--- src/dksg_pkg.sv ---
package dksg_pkg;

	localparam int LevelW = 18;
	localparam int SpanW  = 24;
	localparam int TimeW  = 48;
	localparam int AxisW  = 16;
	localparam int AddrW  = 5;
	localparam int DataW  = 32;

	localparam int ShakeSecondGapUs = 120000;

	localparam logic [LevelW-1:0] ShakeBurstRst = LevelW'(24000);
	localparam logic [LevelW-1:0] ShakeQuietRst = LevelW'(10000);
	localparam logic [LevelW-1:0] KnockBurstRst = LevelW'(28000);
	localparam logic [LevelW-1:0] KnockQuietRst = LevelW'(12000);
	localparam logic [SpanW-1:0]  CooldownRst   = SpanW'(600000);
	localparam logic [SpanW-1:0]  ShakeWinRst   = SpanW'(1500000);
	localparam logic [SpanW-1:0]  KnockGapRst   = SpanW'(100000);
	localparam logic [SpanW-1:0]  KnockWinRst   = SpanW'(550000);

	typedef enum logic [2:0] {
		REG_SHAKE_BURST = 3'd0,
		REG_SHAKE_QUIET = 3'd1,
		REG_KNOCK_BURST = 3'd2,
		REG_KNOCK_QUIET = 3'd3,
		REG_COOLDOWN    = 3'd4,
		REG_SHAKE_WIN   = 3'd5,
		REG_KNOCK_GAP   = 3'd6,
		REG_KNOCK_WIN   = 3'd7
	} reg_idx_t;

	typedef enum logic [1:0] {
		PH_IDLE  = 2'd0,
		PH_FIRST = 2'd1,
		PH_QUIET = 2'd2
	} phase_t;

	typedef enum logic [1:0] {
		G_NONE   = 2'd0,
		G_KNOCK  = 2'd1,
		G_NEXT   = 2'd2,
		G_TOGGLE = 2'd3
	} gesture_t;

	typedef struct packed {
		logic [LevelW-1:0] shake_burst_level;
		logic [LevelW-1:0] shake_quiet_level;
		logic [LevelW-1:0] knock_burst_level;
		logic [LevelW-1:0] knock_quiet_level;
		logic [SpanW-1:0]  cooldown_us;
		logic [SpanW-1:0]  shake_window_us;
		logic [SpanW-1:0]  knock_min_gap_us;
		logic [SpanW-1:0]  knock_window_us;
	} cfg_t;

endpackage

--- src/dksg_regs.sv ---
module dksg_regs
	import dksg_pkg::*;
(
	input  logic             clk,
	input  logic             arst_n,
	input  logic             psel,
	input  logic             penable,
	input  logic             pwrite,
	input  logic [AddrW-1:0] paddr,
	input  logic [DataW-1:0] pwdata,
	output logic [DataW-1:0] prdata,
	output logic             pready,
	output cfg_t             cfg
);

	cfg_t     cfg_q;
	reg_idx_t idx;
	logic     wr_en;

	assign idx    = reg_idx_t'(paddr[AddrW-1:2]);
	assign wr_en  = psel && penable && pwrite;
	assign pready = 1'b1;
	assign cfg    = cfg_q;

	always_ff @(posedge clk or negedge arst_n) begin
		if (!arst_n) begin
			cfg_q.shake_burst_level <= ShakeBurstRst;
			cfg_q.shake_quiet_level <= ShakeQuietRst;
			cfg_q.knock_burst_level <= KnockBurstRst;
			cfg_q.knock_quiet_level <= KnockQuietRst;
			cfg_q.cooldown_us       <= CooldownRst;
			cfg_q.shake_window_us   <= ShakeWinRst;
			cfg_q.knock_min_gap_us  <= KnockGapRst;
			cfg_q.knock_window_us   <= KnockWinRst;
		end else if (wr_en) begin
			unique case (idx)
				REG_SHAKE_BURST: cfg_q.shake_burst_level <= pwdata[LevelW-1:0];
				REG_SHAKE_QUIET: cfg_q.shake_quiet_level <= pwdata[LevelW-1:0];
				REG_KNOCK_BURST: cfg_q.knock_burst_level <= pwdata[LevelW-1:0];
				REG_KNOCK_QUIET: cfg_q.knock_quiet_level <= pwdata[LevelW-1:0];
				REG_COOLDOWN:    cfg_q.cooldown_us       <= pwdata[SpanW-1:0];
				REG_SHAKE_WIN:   cfg_q.shake_window_us   <= pwdata[SpanW-1:0];
				REG_KNOCK_GAP:   cfg_q.knock_min_gap_us  <= pwdata[SpanW-1:0];
				REG_KNOCK_WIN:   cfg_q.knock_window_us   <= pwdata[SpanW-1:0];
				default: ;
			endcase
		end
	end

	always_comb begin
		unique case (idx)
			REG_SHAKE_BURST: prdata = DataW'(cfg_q.shake_burst_level);
			REG_SHAKE_QUIET: prdata = DataW'(cfg_q.shake_quiet_level);
			REG_KNOCK_BURST: prdata = DataW'(cfg_q.knock_burst_level);
			REG_KNOCK_QUIET: prdata = DataW'(cfg_q.knock_quiet_level);
			REG_COOLDOWN:    prdata = DataW'(cfg_q.cooldown_us);
			REG_SHAKE_WIN:   prdata = DataW'(cfg_q.shake_window_us);
			REG_KNOCK_GAP:   prdata = DataW'(cfg_q.knock_min_gap_us);
			REG_KNOCK_WIN:   prdata = DataW'(cfg_q.knock_window_us);
			default:         prdata = '0;
		endcase
	end

endmodule

--- src/dksg_core.sv ---
module dksg_core
	import dksg_pkg::*;
#(
	parameter int SHAKE_SECOND_GAP_US = ShakeSecondGapUs
) (
	input  logic                    clk,
	input  logic                    arst_n,
	input  logic                    fire,
	input  logic signed [AxisW-1:0] x,
	input  logic signed [AxisW-1:0] y,
	input  logic signed [AxisW-1:0] z,
	input  logic [TimeW-1:0]        now,
	input  logic                    cards,
	input  cfg_t                    cfg,
	output gesture_t                gesture_d,
	output logic [LevelW-1:0]       motion_d
);

	localparam logic [TimeW-1:0] SecondGap = TimeW'(SHAKE_SECOND_GAP_US);

	logic signed [AxisW-1:0] prev_x_q, prev_y_q, prev_z_q;
	logic                    base_q;
	phase_t                  knock_q, knock_n;
	phase_t                  shake_q, shake_n;
	logic [TimeW-1:0]        kstart_q, kstart_n;
	logic [TimeW-1:0]        sstart_q, sstart_n;
	logic [TimeW-1:0]        squiet_q, squiet_n;
	logic [TimeW-1:0]        last_q, last_n;

	logic signed [AxisW:0]   dx, dy, dz;
	logic [AxisW:0]          ax, ay, az;
	logic [LevelW-1:0]       motion;

	logic [TimeW-1:0]        dt_k, dt_s, dt_q, dt_l;
	logic k_burst, k_quiet, k_exp, k_gap_ok, knock_hit;
	logic s_burst, s_quiet, s_exp, s_gap_ok, cooling, shake_run, shake_hit;

	assign dx = {x[AxisW-1], x} - {prev_x_q[AxisW-1], prev_x_q};
	assign dy = {y[AxisW-1], y} - {prev_y_q[AxisW-1], prev_y_q};
	assign dz = {z[AxisW-1], z} - {prev_z_q[AxisW-1], prev_z_q};
	assign ax = dx[AxisW] ? (AxisW+1)'(-dx) : (AxisW+1)'(dx);
	assign ay = dy[AxisW] ? (AxisW+1)'(-dy) : (AxisW+1)'(dy);
	assign az = dz[AxisW] ? (AxisW+1)'(-dz) : (AxisW+1)'(dz);
	assign motion = LevelW'(ax) + LevelW'(ay) + LevelW'(az);

	// elapsed times wrap mod 2^48
	assign dt_k = now - kstart_q;
	assign dt_s = now - sstart_q;
	assign dt_q = now - squiet_q;
	assign dt_l = now - last_q;

	assign k_burst  = motion >= cfg.knock_burst_level;
	assign k_quiet  = motion <  cfg.knock_quiet_level;
	assign k_exp    = dt_k > TimeW'(cfg.knock_window_us);
	assign k_gap_ok = dt_k >= TimeW'(cfg.knock_min_gap_us);
	assign s_burst  = motion >= cfg.shake_burst_level;
	assign s_quiet  = motion <  cfg.shake_quiet_level;
	assign s_exp    = dt_s > TimeW'(cfg.shake_window_us);
	assign s_gap_ok = dt_q >= SecondGap;
	assign cooling  = dt_l < TimeW'(cfg.cooldown_us);

	assign knock_hit = base_q && cards && (knock_q == PH_QUIET) && !k_exp && k_burst && k_gap_ok;
	// shake machine sees the sample only with the knock side idle and out of cooldown
	assign shake_run = base_q && !knock_hit && (knock_n == PH_IDLE) && !cooling;
	assign shake_hit = shake_run && (shake_q == PH_QUIET) && !s_exp && s_burst && s_gap_ok;

	// knock next state
	always_comb begin
		knock_n  = knock_q;
		kstart_n = kstart_q;
		if (!cards) begin
			knock_n = PH_IDLE;
		end else begin
			unique case (knock_q)
				PH_IDLE: begin
					if (k_burst) begin
						knock_n  = PH_FIRST;
						kstart_n = now;
					end
				end
				PH_FIRST: begin
					if (k_exp) begin
						knock_n = PH_IDLE;
					end else if (k_quiet) begin
						knock_n = PH_QUIET;
					end
				end
				default: begin
					if (k_exp || knock_hit) begin
						knock_n = PH_IDLE;
					end
				end
			endcase
		end
	end

	// shake next state and action time
	always_comb begin
		shake_n  = shake_q;
		sstart_n = sstart_q;
		squiet_n = squiet_q;
		last_n   = last_q;
		if (knock_hit) begin
			last_n = now;
		end else if (knock_n != PH_IDLE) begin
			shake_n = PH_IDLE;
		end else if (shake_run) begin
			unique case (shake_q)
				PH_IDLE: begin
					if (s_burst) begin
						shake_n  = PH_FIRST;
						sstart_n = now;
					end
				end
				PH_FIRST: begin
					if (s_exp) begin
						shake_n = PH_IDLE;
					end else if (s_quiet) begin
						shake_n  = PH_QUIET;
						squiet_n = now;
					end
				end
				default: begin
					if (s_exp) begin
						shake_n = PH_IDLE;
					end else if (shake_hit) begin
						shake_n = PH_IDLE;
						last_n  = now;
					end
				end
			endcase
		end
	end

	always_comb begin
		motion_d = base_q ? motion : '0;
		if (knock_hit) begin
			gesture_d = G_KNOCK;
		end else if (shake_hit) begin
			gesture_d = cards ? G_NEXT : G_TOGGLE;
		end else begin
			gesture_d = G_NONE;
		end
	end

	always_ff @(posedge clk or negedge arst_n) begin
		if (!arst_n) begin
			prev_x_q <= '0;
			prev_y_q <= '0;
			prev_z_q <= '0;
			base_q   <= 1'b0;
			knock_q  <= PH_IDLE;
			shake_q  <= PH_IDLE;
			kstart_q <= '0;
			sstart_q <= '0;
			squiet_q <= '0;
			last_q   <= '0;
		end else if (fire) begin
			prev_x_q <= x;
			prev_y_q <= y;
			prev_z_q <= z;
			base_q   <= 1'b1;
			if (base_q) begin
				knock_q  <= knock_n;
				shake_q  <= shake_n;
				kstart_q <= kstart_n;
				sstart_q <= sstart_n;
				squiet_q <= squiet_n;
				last_q   <= last_n;
			end
		end
	end

	a_prime_quiet: assert property (@(posedge clk) disable iff (!arst_n)
		!base_q |-> (gesture_d == G_NONE && motion_d == '0))
		else $error("priming sample produced a result");

	a_knock_clears_shake: assert property (@(posedge clk) disable iff (!arst_n)
		(fire && base_q && knock_n != PH_IDLE) |=> (shake_q == PH_IDLE))
		else $error("shake machine active while knock pending");

	a_action_time: assert property (@(posedge clk) disable iff (!arst_n)
		(fire && gesture_d != G_NONE) |=> (last_q == $past(now)))
		else $error("action time not recorded");

endmodule

--- src/double_knock_shake_gesture_detector_top.sv ---
// Pipeline: a sample is registered in the input register, and its result is
// registered in the output register when the input register advances.
// Throughput: one sample per cycle; the input register advances whenever the
// output register is empty or its result is being transferred.
// Reset: arst_n clears the pipeline valids, detector state and baseline, and
// loads the configuration registers with their defaults. The first sample primes.
module double_knock_shake_gesture_detector_top
	import dksg_pkg::*;
#(
	parameter int SHAKE_SECOND_GAP_US = ShakeSecondGapUs
) (
	input  logic                    clk,
	input  logic                    arst_n,
	input  logic                    psel,
	input  logic                    penable,
	input  logic                    pwrite,
	input  logic [AddrW-1:0]        paddr,
	input  logic [DataW-1:0]        pwdata,
	output logic [DataW-1:0]        prdata,
	output logic                    pready,
	input  logic                    in_valid,
	output logic                    in_stall,
	input  logic signed [AxisW-1:0] accel_x,
	input  logic signed [AxisW-1:0] accel_y,
	input  logic signed [AxisW-1:0] accel_z,
	input  logic [TimeW-1:0]        time_us,
	input  logic                    cards_active,
	output logic                    out_valid,
	input  logic                    out_stall,
	output logic [1:0]              gesture,
	output logic [LevelW-1:0]       motion
);

	cfg_t                    cfg;
	logic                    valid_s1;
	logic signed [AxisW-1:0] x_s1, y_s1, z_s1;
	logic [TimeW-1:0]        t_s1;
	logic                    cards_s1;
	logic                    advance, fire;
	gesture_t                gesture_d, gesture_q;
	logic [LevelW-1:0]       motion_d, motion_q;
	logic                    out_valid_q;

	dksg_regs u_regs (
		.clk    (clk),
		.arst_n (arst_n),
		.psel   (psel),
		.penable(penable),
		.pwrite (pwrite),
		.paddr  (paddr),
		.pwdata (pwdata),
		.prdata (prdata),
		.pready (pready),
		.cfg    (cfg)
	);

	assign advance  = !out_valid_q || !out_stall;
	assign fire     = valid_s1 && advance;
	assign in_stall = valid_s1 && !advance;

	always_ff @(posedge clk or negedge arst_n) begin
		if (!arst_n) begin
			valid_s1 <= 1'b0;
		end else if (!in_stall) begin
			valid_s1 <= in_valid;
		end
	end

	always_ff @(posedge clk) begin
		if (in_valid && !in_stall) begin
			x_s1     <= accel_x;
			y_s1     <= accel_y;
			z_s1     <= accel_z;
			t_s1     <= time_us;
			cards_s1 <= cards_active;
		end
	end

	dksg_core #(
		.SHAKE_SECOND_GAP_US(SHAKE_SECOND_GAP_US)
	) u_core (
		.clk      (clk),
		.arst_n   (arst_n),
		.fire     (fire),
		.x        (x_s1),
		.y        (y_s1),
		.z        (z_s1),
		.now      (t_s1),
		.cards    (cards_s1),
		.cfg      (cfg),
		.gesture_d(gesture_d),
		.motion_d (motion_d)
	);

	always_ff @(posedge clk or negedge arst_n) begin
		if (!arst_n) begin
			out_valid_q <= 1'b0;
		end else if (advance) begin
			out_valid_q <= valid_s1;
		end
	end

	always_ff @(posedge clk) begin
		if (fire) begin
			gesture_q <= gesture_d;
			motion_q  <= motion_d;
		end
	end

	assign out_valid = out_valid_q;
	assign gesture   = gesture_q;
	assign motion    = motion_q;

	a_knock_level: assert property (@(posedge clk) disable iff (!arst_n)
		(out_valid_q && gesture_q == G_KNOCK) |-> (motion_q >= cfg.knock_burst_level))
		else $error("knock confirm below knock level");

	a_shake_level: assert property (@(posedge clk) disable iff (!arst_n)
		(out_valid_q && (gesture_q == G_NEXT || gesture_q == G_TOGGLE))
		|-> (motion_q >= cfg.shake_burst_level))
		else $error("shake action below burst level");

	a_drain: assert property (@(posedge clk) disable iff (!arst_n)
		(out_valid_q && !out_stall && !valid_s1) |=> !out_valid_q)
		else $error("result repeated after transfer");

	a_no_overwrite: assert property (@(posedge clk) disable iff (!arst_n)
		(out_valid_q && out_stall) |-> !fire)
		else $error("pending result overwritten");

endmodule

--- config.mk ---
export PLATFORM = sky130hd
export DESIGN_NAME = double_knock_shake_gesture_detector_top
export DESIGN_NICKNAME = d
export VERILOG_FILES = /design/src/dksg_pkg.sv /design/src/dksg_regs.sv /design/src/dksg_core.sv /design/src/double_knock_shake_gesture_detector_top.sv
export SDC_FILE = /design/constraint.sdc
export NUM_CORES = 1
export LEC_CHECK = 0
export ABC_CLOCK_PERIOD_IN_PS = 8200
export BUFFER_PORTS_ARGS = -buffer_cell sky130_fd_sc_hd__clkbuf_2
export CAP_MARGIN = 20
export CORE_ASPECT_RATIO = 1.2
export CORE_MARGIN = 5
export CORE_UTILIZATION = 41
export CTS_BUF_LIST = sky130_fd_sc_hd__clkbuf_4
export CTS_CLUSTER_DIAMETER = 200
export DETAILED_ROUTE_END_ITERATION = 6
export PLACE_DENSITY = 0.6
export SLEW_MARGIN = 20
export SYNTH_ARGS = -nofsm -noshare
export SYNTH_HDL_FRONTEND = slang
export SYNTH_SLANG_ARGS = --single-unit
--- constraint.sdc ---
create_clock -name clk -period 8.2 [get_ports clk]
set_input_delay 1.64 -clock clk [delete_from_list [all_inputs] [get_ports clk]]
set_output_delay 1.64 -clock clk [all_outputs]
set_load 0.02 [all_outputs]
=== Word-level counts from Yosys, hierarchy flattened ===
Cells that the tools add are included.

* Add/sub/neg operators: 12
* Multipliers: 0
* Divide/modulo/power cells: 0
* Magnitude comparators: 9
* Equal/unequal tests: 16
* Shift operators: 0
* Mux-type cells: 26
* Bitwise gates (word level): 4
* Reductions and logical operators: 52

{| class="wikitable"
|+ Operators by type and width
! operator !! number
|-
| $mux 48 || 6
|-
| $pmux 32 s8 || 1
|-
| $sub 48x48->48 || 4
|-
| $gt 48x24->1 || 2
|-
| $mux 17 || 3
|-
| $neg 17->17 || 3
|-
| $sub 16x16->17 || 3
|-
| $ge 48x17->1 const B || 1
|-
| $ge 48x24->1 || 1
|-
| $lt 48x24->1 || 1
|-
| $ge 18x18->1 || 2
|-
| $lt 18x18->1 || 2
|-
| $mux 2 || 12
|-
| $reduce_and 7->1 || 3
|-
| $add 17x17->18 || 1
|-
| $add 18x17->18 || 1
|-
| $reduce_and 2->1 || 9
|-
| $logic_and 1x1->1 || 17
|-
| $eq 3x3->1 const B || 4
|-
| $logic_not 1->1 || 8
|-
| $pmux 2 s2 || 2
|-
| $reduce_and 8->1 || 1
|-
| $reduce_bool 2->1 || 4
|-
| $eq 3x2->1 const B || 2
|-
| 14 further kinds || 26
|}

* Flip-flop bits (word level): 532
* Bits in latches: 0
* Memory bits (writable): 0
* ROM bits: 0
* Input bits: 141
* Output and inout bits: 55
* Word-level logic and storage cells: 147
* Memories: 0

=== Logic depth before layout (Yosys ltp) ===
Gate-level depths: netlist of run 1.

* Word-level depth: 25
* Mapped depth: 47
* Gate-level depth less buffers: 44

=== Hierarchy ===
A second synthesis of run 1 with hierarchy kept.

* Cells, all modules: 4794
* Area total of the unflattened synthesis: 42724.7 sq um

{| class="wikitable"
|+ Modules (own cells, without submodules)
! module !! times used !! cells each !! area each (sq um) !! sequential area each (sq um)
|-
| dksg_core || 1 || 4126 || 31251.2 || 6130.9
|-
| dksg_regs || 1 || 543 || 7867.5 || 4275.4
|-
| double_knock_shake_gesture_detector_top || 1 || 125 || 3606.0 || 3563.4
|}

=== Least setup slack after synthesis of run 1 ===
No wires, ideal clock.

* Path type: flip-flop to flip-flop
* Start: register x_s1[0]
* End: register u_core.last_q[28]
* Library setup time: 0.125 ns
* Arrival time: 8.503 ns
* Data required time: 8.075 ns
* Setup slack: -0.428 ns
* Cell stages (with the launch flop): 46
* Buffers on the path: 3
* Period minus slack after synthesis: 8.628 ns
* Path through: edfxtp_1 inv_1 ha_1 inv_1 fa_1 a21o_1 a21oi_1 o21ai_0 a21oi_1 nor2b_1 o21a_1 o31a_1 o211a_1 o21a_1 o21ai_0 a31oi_1 clkbuf_1 nor2_1 [... 10 more ...] nand2b_1 a21boi_0 o41ai_1 o21ai_0 a41o_1 or3_1 ha_1 o211ai_1 a21o_1 a21oi_1 a31oi_1 nor2_1 o41a_1 nor4b_4 o21ai_4 buf_6 buf_12 mux2_4

* Cells in the longest elaborated chain, start to end: 21

{| class="wikitable"
|+ Ends and longest elaborated chain
! item !! RTL line !! text
|-
| from (decl) || double_knock_shake_gesture_detector_top.sv:36 || <nowiki>logic signed [AxisW-1:0] x_s1, y_s1, z_s1;</nowiki>
|-
| from (signal assigned) || double_knock_shake_gesture_detector_top.sv:71 || <nowiki>x_s1 <= accel_x;</nowiki>
|-
| $sub 16x16->17 (*) || dksg_core.sv:38 || <nowiki>assign dx = {x[AxisW-1], x} - {prev_x_q[AxisW-1], prev_x_q};</nowiki>
|-
| $neg 17->17 || dksg_core.sv:41 || <nowiki>assign ax = dx[AxisW] ? (AxisW+1)'(-dx) : (AxisW+1)'(dx);</nowiki>
|-
| $mux 17 (*) || dksg_core.sv:41 ||
|-
| $add 17x17->18 (*) || dksg_core.sv:44 || <nowiki>assign motion = LevelW'(ax) + LevelW'(ay) + LevelW'(az);</nowiki>
|-
| $add 18x17->18 (*) || dksg_core.sv:44 ||
|-
| net u_core.motion[16] || dksg_core.sv:32 || <nowiki>logic [LevelW-1:0] motion;</nowiki>
|-
| $ge 18x18->1 || dksg_core.sv:52 || <nowiki>assign k_burst = motion >= cfg.knock_burst_level;</nowiki>
|-
| $logic_and 1x1->1 (2 in series) || dksg_core.sv:62 || <nowiki>assign knock_hit = base_q && cards && (knock_q == PH_QUIET) && !k_exp && k_burst && k_gap_ok;</nowiki>
|-
| $logic_or 1x1->1 || dksg_core.sv:89 || <nowiki>if (k_exp || knock_hit) begin</nowiki>
|-
| $mux 2 || dksg_core.sv:89 ||
|-
| $pmux 2 s2 || dksg_core.sv:74 || <nowiki>unique case (knock_q)</nowiki>
|-
| $mux 2 || dksg_core.sv:71 || <nowiki>if (!cards) begin</nowiki>
|-
| $logic_not 2->1 || dksg_core.sv:64 || <nowiki>assign shake_run = base_q && !knock_hit && (knock_n == PH_IDLE) && !cooling;</nowiki>
|-
| $logic_and 1x1->1 (2 in series) || dksg_core.sv:64 ||
|-
| $logic_and 1x1->1 (4 in series) || dksg_core.sv:65 || <nowiki>assign shake_hit = shake_run && (shake_q == PH_QUIET) && !s_exp && s_burst && s_gap_ok;</nowiki>
|-
| $reduce_bool 2->1 (no source line) || -- ||
|-
| $reduce_and 7->1 (no source line) || -- ||
|-
| to (signal assigned) || dksg_core.sv:169 || <nowiki>last_q <= last_n;</nowiki>
|-
| to (decl) || dksg_core.sv:28 || <nowiki>logic [TimeW-1:0] last_q, last_n;</nowiki>
|}

Mark *: on every way through the listed nets, which the timed path passes. The rest lies on a longest branch.
A chain may end at the register's enable or synchronous reset.

=== Worst setup path after layout of run 1 ===
* Start: register x_s1[0]
* End: register u_core.last_q[44]

Same word-level chain as after synthesis.

==> results of run 1 <==
cells in the final DEF (no fill, tap or decap), drive strengths merged, types with 44 or more instances in the layout:
cell / synthesis / routed
mux2: 179 / 179
o21a: 49 / 49
edfxtp: 117 / 117
buf: 38 / 194
dfstp: 57 / 57
or3: 44 / 44
nor3: 72 / 72
o21ai: 490 / 490
a21oi: 337 / 337
ha: 420 / 420
nand2: 526 / 526
xor2: 89 / 89
nand3: 72 / 72
inv: 523 / 527
xnor2: 113 / 113
a31oi: 52 / 52
dfrtp: 358 / 358
nand4: 76 / 76
a21o: 77 / 77
clkbuf: 165 / 410
o211ai: 46 / 46
nor2b: 45 / 45
nor2: 261 / 261
path summary, 6_finish.rpt:
path | startpoint | endpoint | slack, ps | cells past startpoint
min in group asynchronous | arst_n | u_core.sstart_q[30] | 540 | 1
min reg2reg | valid_s1 | out_valid | 480 | 1
max in group asynchronous | arst_n | u_core.squiet_q[23] | 6330 | 2
max | x_s1[0] | u_core.last_q[44] | -410 | 45
min | valid_s1 | out_valid | 480 | 1
max reg2reg | x_s1[0] | u_core.last_q[44] | -410 | 45
flip-flops by register name (all words and copies together), names as in the netlist, 18 cells and up:
register	flops
u_regs.cfg	168
t_s1	48
u_core.kstart_q	48
u_core.last_q	48
u_core.squiet_q	48
u_core.sstart_q	48
motion	18
cell usage after synthesis, types with 16 or more instances:
master / instances / area [um^2]
ha_1: 420 / 5255
a21o_1: 77 / 578.1
mux4_2: 19 / 427.9
nand4_1: 76 / 475.5
edfxtp_1: 117 / 3513
mux2_4: 19 / 285.3
dfstp_2: 57 / 1498
inv_1: 523 / 1963
mux2_2: 160 / 1802
nor3_1: 72 / 360.4
dfrtp_1: 358 / 8959
o21ai_0: 486 / 2432
and2_1: 34 / 212.7
xor2_1: 89 / 779.5
o31ai_1: 21 / 157.7
nor4_1: 29 / 181.4
a31oi_1: 52 / 325.3
nand3_1: 72 / 360.4
a221oi_1: 21 / 183.9
o21bai_1: 22 / 165.2
nor2_1: 261 / 979.7
mux2i_1: 39 / 390.4
o31a_1: 16 / 140.1
or3_1: 44 / 275.3
or4_1: 17 / 127.6
a2111oi_0: 17 / 148.9
fa_1: 25 / 500.5
nand2b_1: 35 / 219.0
a21boi_0: 30 / 225.2
o21a_1: 49 / 367.9
a21oi_1: 333 / 1667
a211oi_1: 39 / 292.8
clkbuf_1: 163 / 611.8
nand2_1: 526 / 1974
xnor2_1: 113 / 989.7
nor2b_1: 45 / 281.5
and3_1: 29 / 181.4
o211ai_1: 45 / 337.8
cell families (layout without fill, tap and decap cells):
logic type      count (synthesis)  after routing
compound gates               1342           1342
simple gates                 1301           1301
buf+inv                       726           1175
flops                         532            532
fa+ha+maj                     445            445
mux                           237            237
xor+xnor                      202            202
other cells                     2             12
final cells by class:
type,count,share of cell area [%]
antenna,3,0.01563
clock buffer,229,3.580
clock inverter,46,0.6541
inverter,523,4.088
multi-input combinational,3536,52.66
sequential,532,29.09
tap,1365,3.557
timing repair buffer,377,6.348
power groups by stage:
stage	registers [mW]	logic [mW]	clock network [mW]
2_1_floorplan	3.79	9.82	0
3_3_place_gp	3.82	15.7	0
3_5_place_dp	3.84	15.9	0
4_1_cts	3.79	17.5	2.74
5_1_grt	3.84	20.2	2.86
6_report	3.79	18.4	2.64
repair_timing:
item,CTS,global route
buffers inserted,28,13
hold endpoints to repair,0,0
pin swaps,31,35
gates cloned,13,6
setup endpoints to repair,198,198
gates resized for setup,112,58
hold buffers,0,0
stage by stage:
step | cells | area (um^2) | setup WS (ps) | hold slack (ps) | setup TNS [ps]
finish | 6611 | 48020 | -408.9 | 483.6 | -33290
global route | 6610 | 48010 | -863.4 | 481.8 | -108370
CTS | 6592 | 47570 | -588.7 | 379.7 | -66930
detailed placement | 6278 | 44630 | -1109 | 479.6 | -167730
global placement | 6278 | 44630 | -968.4 | 467.7 | -143390
floorplan | 4794 | 41700 | 0.1590 | 443.6 | 0
worst max-delay path: cells and delay by family, from the launching register on:
| kind | cells | cell delay [ps] |
|---|---|---|
| mux | 1 | 290 |
| buf+inv | 6 | 830 |
| xor+xnor | 1 | 260 |
| fa+ha+maj | 5 | 1490 |
| compound gates | 26 | 3980 |
| simple gates | 6 | 1170 |
| flops | 1 | 380 |
per-layer routing:
layer  wire [um]  part of all wire, %  track usage [%]  vias to the layer above
met3        6718                  5.1            3.448                      219
li1            -                    -                -                    17730
met4        3919                  2.9            7.863                        2
met1       59830                   45            32.36                    17540
met5          13               0.0098                0                        -
met2       62450                   47            39.58                      996
==> results.py, run 1 <==
metrics = {
    "sta": {
        "period_share_pct": 105.0,
        "setup_viol": 144,
        "slew_headroom_pct": 30.79,
        "fmax_mhz": 116.2,
        "worst_slack_ps": -408.9,
        "finalMaxSlewViolations": 0,
        "rsz0062_at_grt": "true",
        "worst_pin_slew_ps": 1038,
        "period_minus_slack_ps": 8609,
        "hold_viol_final": 0,
        "fin_worst_skew_ps": 92.20,
    },
    "global_routing": {
        "grt_pass1_vias": 35900,
        "grt.total_usage_pct": 23.93,
        "grt_pass1_wl_mm": 203.8,
        "antenna_found_initial": 3,
        "grt_overflow": 0,
        "grt_max_degree": 132,
    },
    "drt": {
        "drc_errors": 0,
        "vias": 36490,
        "first_iter_violations": 2374,
        "viasPerCell": 5.519,
        "dr.pass1.iters": 6,
        "drt-total-wl_mm": 132.9,
        "wire_per_inst_um": 20.11,
        "ant_nets": 0,
    },
    "setup_path": {
        "timing.critical_path.mode_cell": "a21oi_2",
        "cp.required_ps": 9110,
        "critical_path.max_fanout": 6,
        "slowest_delay_ps": 490,
        "end_kind": "register",
        "worstPathArrival_ps": 9520,
        "crit_path_top_delay_cell": "fa_1",
        "startpoint_type": "register",
        "crit_type": "reg -> reg",
    },
    "place": {
        "globalplace.congestion": 0.9477,
        "port-buffer-count": 176,
        "dp_hpwl_mm": 102.8,
    },
    "clock_tree": {
        "htree_levels": 4,
        "cts.sinks": 532,
        "cts_inserted_buffers": 149,
        "cts_root_buf": "clkbuf_4",
        "clock_path_buffers": 3,
        "cts_tree": "built",
        "cts.clk_slew.worst_paths_ps": 70,
        "clk-insertion-delay-late_ps": 1110,
    },
    "hold_path": {
        "hp-class": "reg -> reg",
    },
    "power": {
        "ir_drop_v": 0.0005605,
        "pwr-share-comb_pct": 74.1,
        "p_leak_nw": 21.60,
        "clkPwrFrac_pct": 10.6,
        "p_sw_mw": 11.51,
        "p_seq_share_pct": 15.3,
        "pwr_density_cell_nw_per_um2": 516.2,
        "p_total_mw": 24.78,
        "p_int_mw": 13.27,
        "swShare_pct": 46.44,
    },
    "outcome": {
        "outcome": "finished with violations",
        "violations": "negative setup slack",
    },
    "yosys": {
        "synth_edf_count": 117,
        "synth-xor-area-share_pct": 4.251,
        "syn_area_um2": 41610,
        "yosysSeqAreaShare_pct": 33.57,
        "synth_top_family_by_area": "compound AO/OA/AOI/OAI gates",
        "synth_top_flop_cell": "dfrtp_1",
        "muxShareOfSynthArea_pct": 6.982,
        "yosys_warnings": 0,
        "synth_compound_area_share_pct": 19.78,
        "avgSynthCellArea_um2": 8.693,
        "synth_simple_gate_area_share_pct": 14.73,
        "yosysUniqueCellTypes": 99,
        "synth_adder_area_share_pct": 13.83,
        "synthCells": 4787,
        "async_flop_share_pct": 78.01,
        "ys_seq_elements": 532,
    },
    "final_layout": {
        "syn_to_final_growth_pct": 15.39,
        "register_area_um2": 13970,
        "nets": 5705,
        "drive_gt1_share_pct": 18.86,
        "fin_util_pct": 47.44,
        "multi_input_comb_area_um2": 25290,
        "nFillCells": 9990,
    },
    "floorplanning": {
        "initial_core_util_pct": 41.11,
        "die_area_um2": 108000,
        "dieWidth_um": 300.8,
        "fp.dieH_um": 359.0,
        "core_um2": 101200,
        "ios": 196,
        "rows": 128,
    },
    "run": {
        "maxCapViolations": 0,
    },
}
(Power assumes the default switching activity.)
==> inputs of run 2 (changes only) <==
Settings changed: CTS_CLUSTER_DIAMETER 200 to default, REMOVE_ABC_BUFFERS from default to 1.
==> run 2 against run 1 <==
  * The flow still finishes with violations (negative setup slack)
  * Via count increased by 0.92%
  * Power increased by 0.74%
  * Global-route usage decreased by 0.17 points
  * Sequential share of layout area decreased by 0.21 points
  * Clock power increased by 3%
  * Critical path type unchanged
  * Largest power group unchanged
==> results.py, run 2 (same netlist as run 1, synthesis figures left out) <==
metrics = {
    "sta": {
        "tns_ps": -17370,
        "fin_worst_skew_ps": 80.08,
        "rsz0062_at_grt": "true",
        "worst_pin_slew_ps": 1006,
        "slew_headroom_pct": 32.11,
        "finalMaxSlewViolations": 0,
        "fmax_mhz": 118.2,
        "period_minus_slack_ps": 8458,
        "setup_viol": 130,
        "hold_viol_final": 0,
        "period_share_pct": 103.2,
        "worst_slack_ps": -258.5,
    },
    "final_layout": {
        "nFillCells": 10050,
        "largest_register_ffs": 168,
        "syn_to_final_growth_pct": 16.23,
        "final_cell_mix": "inv_1, nand2_1, o21ai_0",
        "final_cells": 6631,
        "layout_commonest_cell": "inv_1",
        "nets": 5715,
        "drive_gt1_share_pct": 20.34,
    },
    "place": {
        "dp_hpwl_mm": 101.6,
        "port-buffer-count": 176,
        "dp.cells": 6277,
        "globalplace.congestion": 0.9095,
    },
    "drt": {
        "ant_nets": 0,
        "first_iter_violations": 2505,
        "wire_per_inst_um": 20.15,
        "drc_errors": 0,
        "drt-total-wl_mm": 133.6,
        "viasPerCell": 5.553,
        "dr.pass1.iters": 6,
        "vias": 36820,
    },
    "global_routing": {
        "grt_overflow": 0,
        "grt_pass1_vias": 36450,
        "grt.total_usage_pct": 23.76,
        "grt_max_degree": 142,
        "grt_pass1_wl_mm": 203.6,
        "antenna_found_initial": 10,
    },
    "clock_tree": {
        "cts_root_buf": "clkbuf_4",
        "cts.clk_slew.worst_paths_ps": 70,
        "cts.sinks": 532,
        "clock_path_buffers": 3,
        "htree_levels": 4,
        "cts_tree": "built",
        "clk-insertion-delay-late_ps": 1170,
        "cts_inserted_buffers": 151,
    },
    "power": {
        "pwr_density_cell_nw_per_um2": 516.2,
        "p_leak_nw": 21.83,
        "p_total_mw": 24.97,
        "ir_drop_v": 0.0005113,
    },
    "outcome": {
        "violations": "negative setup slack",
        "outcome": "finished with violations",
    },
    "hold_path": {
        "hp-class": "in -> async",
    },
    "setup_path": {
        "startpoint_type": "register",
        "worstPathArrival_ps": 9470,
        "end_kind": "register",
        "cp.required_ps": 9210,
        "critical_path.max_fanout": 13,
        "timing.critical_path.mode_cell": "buf_4",
        "crit_path_top_delay_cell": "fa_1",
        "crit_type": "reg -> reg",
        "slowest_delay_ps": 510,
    },
    "floorplanning": {
        "core_um2": 101200,
        "dieWidth_um": 300.8,
        "initial_core_util_pct": 41.11,
        "ios": 196,
        "fp.dieH_um": 359.0,
        "die_area_um2": 108000,
        "rows": 128,
    },
    "run": {
        "maxCapViolations": 0,
    },
}
==> run 2: metrics by stage <==
step	area, um^2	setup WS, ps	utilization [%]	hold WS (ps)
floorplan	40760	-5903	-	443.6
global placement	44620	-945.1	44.08	452.6
detailed placement	44620	-1058	44.08	460.2
CTS	47310	-238.9	46.74	364.5
global route	48360	-644.0	47.78	347.9
finish	48370	-258.5	47.79	429.0
==> run 2: worst paths after layout <==
| kind | start | end | slack (ps) | cells past startpoint |
|---|---|---|---|---|
| max | x_s1[0] | u_core.last_q[17] | -260 | 42 |
| min | arst_n | u_core.prev_y_q[8] | 430 | 1 |
| max reg2reg | x_s1[0] | u_core.last_q[17] | -260 | 42 |
| min reg2reg | u_core.base_q | u_core.base_q | 470 | 1 |
| max in group asynchronous | arst_n | u_regs.cfg[101] | 6210 | 3 |
| min in group clk | u_core.base_q | u_core.base_q | 470 | 1 |
==> run 2: area by class of cell <==
cell class	instances	area [um^2]	share of cell area, %
clock buffers	233	1749	3.616
clock inverters	42	336.6	0.6959
inverters	523	1963	4.059
diodes	15	37.54	0.07761
multi-input cells	3536	25580	52.90
flip-flops and latches	532	13970	28.88
well taps	1365	1708	3.531
repair buffers	385	3019	6.242
==> run 2: critical path, delay by kind of cell (launching register included) <==
| family | cells | cell delay (ps) |
|---|---|---|
| buf+inv | 13 | 1400 |
| simple gates | 10 | 2650 |
| flops | 1 | 390 |
| mux | 1 | 330 |
| xor+xnor | 2 | 280 |
| fa+ha+maj | 5 | 1550 |
| compound gates | 11 | 1690 |
==> run 2: report_power, final <==
part / switching [mW] / internal, mW
sequential: 0.289 / 3.50
combinational: 9.88 / 8.60
clock: 1.25 / 1.46
==> run 2: repair_timing <==
item	CTS	global route
gates resized for setup	77	194
cloned	5	13
pin swaps	36	51
hold buffers	0	0
endpoints found under the hold margin	0	0
endpoints found under the setup margin	198	198
buffers inserted	27	21
==> run 2: per-layer routing <==
| layer | share of wire [%] | global-route usage, % | vias to the layer above | routed length [um] |
|---|---|---|---|---|
| li1 | - | - | 17780 | - |
| met1 | 43 | 30.76 | 17830 | 57990 |
| met2 | 48 | 40.05 | 953 | 64370 |
| met3 | 5.0 | 3.914 | 253 | 6630 |
| met4 | 3.5 | 8.769 | 2 | 4630 |
| met5 | 0.0097 | 0 | - | 13 |
